--- src/ptc_pkg.sv ---
// ----------------------------------------------------------------------------
// ptc_pkg
// types and constants shared by the instruction counter table
// ----------------------------------------------------------------------------
package ptc_pkg;

    typedef enum logic [2:0] {
        ACT_TICK   = 3'd0,
        ACT_START  = 3'd1,
        ACT_SWITCH = 3'd2,
        ACT_EXIT   = 3'd3,
        ACT_UNLOAD = 3'd4,
        ACT_DRAIN  = 3'd5,
        ACT_RESET  = 3'd6,
        ACT_GET    = 3'd7
    } action_t;

    typedef enum logic [1:0] {
        ST_IDLE,
        ST_EXEC,
        ST_SCAN,
        ST_FLUSH
    } state_t;

    typedef struct packed {
        logic clr;
        logic wr_all;
        logic wr_cnt;
    } cell_ctl_t;

    localparam int MAX_RESULTS = 16;
    localparam int NUM_W       = 5;
    localparam logic [31:0] IDLE_ID  = '1;
    localparam logic [63:0] IDLE_KEY = '1;
    localparam logic KIND_RECORD = 1'b0;
    localparam logic KIND_GET    = 1'b1;

endpackage

--- src/ptc_cell.sv ---
// ----------------------------------------------------------------------------
// ptc_cell
// one table slot; passes free, hit and load data on to its neighbor
// ----------------------------------------------------------------------------
module ptc_cell (
    input  logic                clk,
    input  logic                rst_n,
    input  ptc_pkg::cell_ctl_t  ctl,
    input  logic [63:0]         wr_key,
    input  logic [63:0]         wr_count,
    input  logic [63:0]         key_a,
    input  logic [63:0]         key_b,
    input  logic                taken_in,
    output logic                taken_out,
    input  logic                hit_a_in,
    output logic                hit_a_out,
    input  logic [63:0]         load_in,
    output logic [63:0]         load_out,
    output logic                match_a,
    output logic                first_free,
    output logic                valid,
    output logic [63:0]         key,
    output logic [63:0]         count
);
    import ptc_pkg::*;

    logic        valid_reg;
    logic        valid_next;
    logic [63:0] key_reg;
    logic [63:0] count_reg;
    logic        match_b;

    assign match_a    = valid_reg && (key_reg == key_a);
    assign match_b    = valid_reg && (key_reg == key_b);
    assign first_free = !valid_reg && !taken_in;
    assign taken_out  = taken_in || !valid_reg;
    assign hit_a_out  = hit_a_in || match_a;
    assign load_out   = match_b ? count_reg : load_in;
    assign valid      = valid_reg;
    assign key        = key_reg;
    assign count      = count_reg;

    always_comb
    begin
        valid_next = valid_reg;
        if (ctl.clr)
            valid_next = 1'b0;
        if (ctl.wr_all)
            valid_next = 1'b1;
    end

    always_ff @(posedge clk or negedge rst_n)
    begin
        if (!rst_n)
            valid_reg <= 1'b0;
        else
            valid_reg <= valid_next;
    end

    always_ff @(posedge clk)
    begin
        if (ctl.wr_all)
            key_reg <= wr_key;
        if (ctl.wr_all || ctl.wr_cnt)
            count_reg <= wr_count;
    end

endmodule

--- config.mk ---
export PLATFORM = sky130hd
export DESIGN_NAME = ptc_cell
export DESIGN_NICKNAME = d
export VERILOG_FILES = /design/src/ptc_pkg.sv /design/src/ptc_cell.sv
export SDC_FILE = /design/constraint.sdc
export NUM_CORES = 1
export LEC_CHECK = 0
export BUFFER_PORTS_ARGS = -buffer_cell sky130_fd_sc_hd__buf_2
export CORE_AREA = 2 2 203 205
export CTS_CLUSTER_SIZE = 10
export DETAILED_ROUTE_END_ITERATION = 10
export DIE_AREA = 0 0 205 207
export PLACE_DENSITY_LB_ADDON = 0.25
export SYNTH_ARGS = -nofsm -noshare
export SYNTH_HDL_FRONTEND = slang
export SYNTH_SLANG_ARGS = --single-unit
--- constraint.sdc ---
create_clock -name clk -period 3.1 [get_ports clk]
set_clock_uncertainty 0.15 [all_clocks]
set_input_delay 0.155 -clock clk [delete_from_list [all_inputs] [get_ports clk]]
set_output_delay 0.155 -clock clk [all_outputs]
set_load 0.005 [all_outputs]
==> results.md, run 1 <==
* Number of global-route vias before repair at 6762
* Multi-input gate area at 2500 µm²
* Clock transition at the registers of the reported paths at 0.07 ns
* Via count at 6221
* Worst-margin pin slew at 0.5455 ns
* Hold_sp: ctl[0]
* Failing checks: setup timing
* Synth cell count leaders: 128 x edfxtp_1, 60 x mux2_4, 55 x xnor2_1
* Worst setup SP type: register
* H-tree depth at 4
* Synth Register Bits at 129
* Asr flop ratio synth at 0.007752
* Die Area at 42440 µm²
* HP Class: in2reg
* Final-layout fill cell count at 4210
* Setup ws final at -0.3068 ns
* Starting DRT DRC Count at 246
* Power Density at 427.3 nW/µm²
* Largest cells by area after synthesis: edfxtp_1 60%, mux2_4 14%, xnor2_1 7.5%
* Count of input and output buffers at 523
* WL final at 32620 µm
* Storage cell area at 3869 µm²
* Fin crit period at 3.407 ns
* Post-synthesis cell count at 399
* Initial antenna violation count at 5
* Root Buffer: clkbuf_16
* Setup violators final at 64
* Status: finished with violations
* Cell variety after synth at 33
* R2R Setup Slk at 2.21 ns
* Initial core utilization at 0.1583
* Total CTS buffers at 17
* MaxCap Viol Count at 0
* End-of-flow core utilization at 0.3089
* Share of the synthesized area in the top cell type at 0.6014
* Design area at 12470 µm²
* Pins Over Slew Limit at 0
* Dpl hpwl at 26240 µm
* Crit path capture type: primary output
* Fmax at 293.5 MHz
* Sequential element share of the synthesized area at 0.6053
* Site Rows at 74
* Post-Synth XOR/XNOR Area at 0.1453
* Arrival @ worst endpoint at 3.10 ns
* Final nets at 1441
* Count leader, synth: edfxtp_1
* Post-Place Setup Slack at -0.1427 ns
* Slew margin rel. at 0.6363
* TritonCTS Sinks at 129
* Largest family of logic cells by synthesized area: multiplexers
* Yosys warning total at 0
* Vias per Instance at 3.750
* Peak VDD IR at 0.0003762 V
* Die extent in x at 205 µm
* All-layer global routing usage at 0.1497
* Clk Latency, worst-skew pair at 0.43 ns
* Post-synthesis mux area share at 0.1480
* Critical Path RT at 2.79 ns
* DRC Markers at 0
* CTS tree: done
* Synth Area in Compound Gates at 0.02702
* Post-synth EDFFs at 128
* Simple logic cell fraction of the synthesized area at 0.05208
* Final setup TNS at -16.86 ns
* Leakage at 5.587 nW
* I/O pin count at 524
* Hold WS at 0.1888 ns
* Synth Area per Inst at 16.02 µm²
* GP Congestion at 0.9396
* R2R Path End: valid
* Synth Flop Type: edfxtp_1
* Period utilization at 1.099
* Hold Path End: count[12]
* Area of the mapped netlist at 6391 µm²
* Layout cells sized above 1 at 0.6057
* WHS Path Cells at 2
* Final Hold Fails at 0
* Antenna-violating nets left at 0
* Area after DPL at 9920 µm²
* First-pass GRT wire length at 45080 µm
* R2R depth at 1
* Drt pass-1 iters at 5
* Area grow syn2layout at 95.11%
* Core footprint at 40370 µm²
* Die H at 207 µm
* RSZ-0062 raised after global routing: true
* Total gr overflow at 0
* Worst-path maximum fanout at 8
* Worst reg2reg startpoint: valid
* Syn Nets at 726
* Synth area leader: edfxtp_1
* Adder-cell share of the synthesized area at 0
* Kind of critical path: reg2out
* DR WL/cell at 19.66 µm
* Largest net degree at the start of global routing at 51
* Clk buf depth at 2
-- report_power, final --
group	internal (mW)	leakage, nW	switching [mW]
clock network	1.18	0.276	0.846
logic	0.628	4.02	0.445
registers	2.09	1.29	0.141
total	3.90	5.59	1.43
-- worst max-delay path: stages (launching register included) --
cell and delay, ns:
edfxtp_1 0.42, xor2_1 0.17, nor4_2 0.30, nand4_1 0.23, or3_4 0.45, nor4_4 0.15
buf_6 0.15, buf_12 0.17, clkbuf_16 0.18, mux2_4 0.30, buf_6 0.12
-- per-layer routing --
| layer | vias to the layer above | track usage | wire length (µm) |
|---|---|---|---|
| li1 | 2946 | - | - |
| met1 | 3006 | 0.1910 | 14420 |
| met2 | 237 | 0.2549 | 16250 |
| met3 | 26 | 0.03351 | 1546 |
| met4 | 6 | 0.03647 | 364 |
| met5 | - | 0 | 41 |
-- layout by cell type, fill, tap and decap left out, types with 3 or more instances in the layout --
cell	instances
mux2_4	64
o22ai_1	7
buf_4	32
clkinv_2	4
nor2_1	3
dlygate4sd3_1	131
buf_2	471
nand2b_1	3
buf_6	54
nor2b_1	3
xnor2_2	4
buf_8	5
edfxtp_1	128
xor2_1	50
clkbuf_16	19
inv_1	20
buf_12	6
xnor2_1	51
nor4_4	3
nor4_2	3
nand4_1	17
nor4_1	10
clkinv_4	4
-- per-stage QoR --
step	instances	power, mW
5_1_grt	1659	5.574
3_3_place_gp	1481	3.134
3_5_place_dp	1481	3.135
2_1_floorplan	399	2.500
6_report	1659	5.328
4_1_cts	1653	5.397
-- timing repair --
item                                    CTS  global route
cloned                                    2             2
setup buffers                             8             4
hold buffers                            131             0
gates resized for setup                  70            17
pin swaps                                 7             7
endpoints found under the hold margin   130             0
endpoints found under the setup margin   66            65
-- final cells by class --
type	count	area share
antenna	1	0.0002007
clock buffer	17	0.03412
clock inverter	14	0.01144
inverter	20	0.006020
multi-input combinational	244	0.2005
sequential	129	0.3103
tap	532	0.05338
timing repair buffer	702	0.3841
-- worst max path at each step --
stage          startpoint      endpoint  slack [ns]  depth (start not counted)
5_1_grt            key[6]  load_out[11]       -0.46                         10
2_1_floorplan     key[54]  load_out[10]        0.28                          7
4_1_cts           key[29]  load_out[10]       -0.44                         10
3_3_place_gp      key[29]  load_out[27]       -0.14                          9
3_5_place_dp      key[29]  load_out[30]       -0.14                          9
6_report           key[6]  load_out[11]       -0.31                         10
-- logic make-up after synthesis --
family	Yosys count
flip-flops	129
XOR/XNOR	106
multiplexers	64
AND/OR/NAND/NOR	52
buffers and inverters	26
AO/OA/AOI/OAI	22
Note: power is estimated with default switching activity, not from simulation.
==> inputs of run 2 (changes only) <==
--- a/config.mk
+++ b/config.mk
@@ -11,6 +11,7 @@
 export DETAILED_ROUTE_END_ITERATION = 10
 export DIE_AREA = 0 0 205 207
 export PLACE_DENSITY_LB_ADDON = 0.25
+export SETUP_SLACK_MARGIN = 0.5
 export SYNTH_ARGS = -nofsm -noshare
 export SYNTH_HDL_FRONTEND = slang
 export SYNTH_SLANG_ARGS = --single-unit
==> run 2 against run 1 <==
Net effect: the run still ends with setup timing left; global-route usage shrank 0.62 points; highest routed layer unchanged; cell count shrank 0.12%; combinational power is 5% lower; clock power hardly changed; sequential share of layout area up 0.28 points; utilization decreased by 0.27 points; flip-flop and latch count stayed put.
==> results.md, run 2 (synthesis results as in run 1) <==
* Worst setup SP type: register
* Combinational power share at 0.194
* CTS tree: done
* DRC Markers at 0
* Total gr overflow at 0
* GP Congestion at 0.8753
* Post-Place Setup Slack at -0.1579 ns
* Arrival @ worst endpoint at 3.16 ns
* HP Class: in2reg
* Area after DPL at 9917 µm²
* Period utilization at 1.118
* Dpl hpwl at 24940 µm
* NetSw at 1.381 mW
* Die Area at 42440 µm²
* Core footprint at 40370 µm²
* Initial core utilization at 0.1583
* Setup violators final at 64
* Most frequent cells in the layout: 476 x buf_2, 132 x dlygate4sd3_1, 128 x edfxtp_1
* Clk Latency, worst-skew pair at 0.43 ns
* Starting DRT DRC Count at 258
* Final Hold Fails at 0
* Most common cell after layout, fill and taps aside: buf_2
* Initial antenna violation count at 4
* Antenna-violating nets left at 0
* Layout cells sized above 1 at 0.6005
* Area grow syn2layout at 93.38%
* Failing checks: setup timing
* Pins Over Slew Limit at 0
* Die H at 207 µm
* Flop pwr share at 0.428
* Worst-margin pin slew at 0.5596 ns
* Clk buf depth at 2
* Total CTS buffers at 17
* Final nets at 1438
* Number of global-route vias before repair at 7034
* Root Buffer: clkbuf_16
* Kind of critical path: reg2out
* Leakage at 5.529 nW
* Vias per Instance at 3.794
* I/O pin count at 524
* Fin crit period at 3.466 ns
* Die extent in x at 205 µm
* DR WL/cell at 19.00 µm
* Count of input and output buffers at 523
* Setup ws final at -0.3655 ns
* Via count at 6286
* MaxCap Viol Count at 0
* TritonCTS Sinks at 129
* Design area at 12360 µm²
* Clock transition at the registers of the reported paths at 0.06 ns
* Final setup TNS at -21.70 ns
* Peak VDD IR at 0.0003701 V
* WL final at 31480 µm
* Slew margin rel. at 0.6173
* All-layer global routing usage at 0.1434
* Status: finished with violations
* First-pass GRT wire length at 43700 µm
* Site Rows at 74
* H-tree depth at 4
* Switching Share at 0.2625
* RSZ-0062 raised after global routing: true
* Worst-path maximum fanout at 12
* Critical Path RT at 2.79 ns
* Drt pass-1 iters at 4
* Fmax at 288.6 MHz
* Clock power share at 0.379
* Pint at 3.879 mW
* Largest net degree at the start of global routing at 65
* Tot Pwr at 5.260 mW
* Crit path capture type: primary output
* Power Density at 425.6 nW/µm²
-- run 2: changes by cell type in the layout (fill, tap and decap cells not counted), moves of 2 or more --
| cell | change |
|---|---|
| clkinv_1 | +2 |
| xnor2_1 | +2 |
| nor4_2 | +2 |
| mux2_2 | +3 |
| buf_12 | -3 |
| xnor2_2 | -2 |
| buf_2 | +5 |
| buf_4 | -6 |
| mux2_4 | -3 |
-- run 2: metrics by stage --
step,hold WS [ns],instances,util
6_report,0.2627,1657,0.3062
5_1_grt,0.2496,1656,0.3061
4_1_cts,0.2316,1654,0.3008
3_5_place_dp,-0.2157,1484,0.2457
3_3_place_gp,-0.2193,1484,0.2457
2_1_floorplan,-0.2906,399,-
-- run 2: critical path, stage by stage (launching register included) --
cell and delay [ns]:
edfxtp_1 0.41, xor2_1 0.17, nor4_2 0.29, buf_4 0.17, nand4_1 0.12, or3_4 0.44, nor4_4 0.19, buf_12 0.18
buf_16 0.15, buf_12 0.16, mux2_4 0.31, buf_6 0.12
-- run 2: final cells by class --
cell class	instances	area, µm²
fill	4200	28010
timing repair buffer	699	4722
sequential	129	3869
multi-input combinational	244	2456
tap	532	665.6
clock buffer	17	425.4
clock inverter	15	143.9
inverter	20	75.07
antenna	1	2.502
-- run 2: power by group through the flow --
stage | combinational (mW) | sequential [mW] | clock (mW)
2_1_floorplan | 0.256 | 2.24 | 0
6_report | 1.02 | 2.25 | 1.99
3_5_place_dp | 0.825 | 2.29 | 0
4_1_cts | 1.00 | 2.25 | 2.09
5_1_grt | 1.10 | 2.27 | 2.14
3_3_place_gp | 0.819 | 2.29 | 0
-- run 2: final timing paths --
kind	from	to	slack, ns	cells past startpoint
max in group asynchronous	rst_n	valid	2.29	3
min in group asynchronous	rst_n	valid	0.41	3
min	ctl[0]	count[28]	0.26	3
max	key[2]	load_out[49]	-0.37	11
max reg2reg	valid	valid	2.22	1
min reg2reg	valid	valid	0.46	1
-- run 2: repair_timing --
| action | 4_1_cts | 5_1_grt |
|---|---|---|
| hold buffers | 132 | 0 |
| cloned | 1 | 1 |
| pin swaps | 5 | 1 |
| gates resized for setup | 47 | 32 |
| endpoints found under the hold margin | 131 | 0 |
| endpoints found under the setup margin | 66 | 66 |
| buffers inserted | 5 | 1 |
-- run 2: routing by layer --
layer	wire length, µm	vias up	share of wire	track usage
li1	-	2938	-	-
met5	44	-	0.0014	0
met1	11960	2950	0.38	0.1567
met4	639	6	0.020	0.04465
met3	2569	46	0.082	0.04515
met2	16260	346	0.52	0.2613
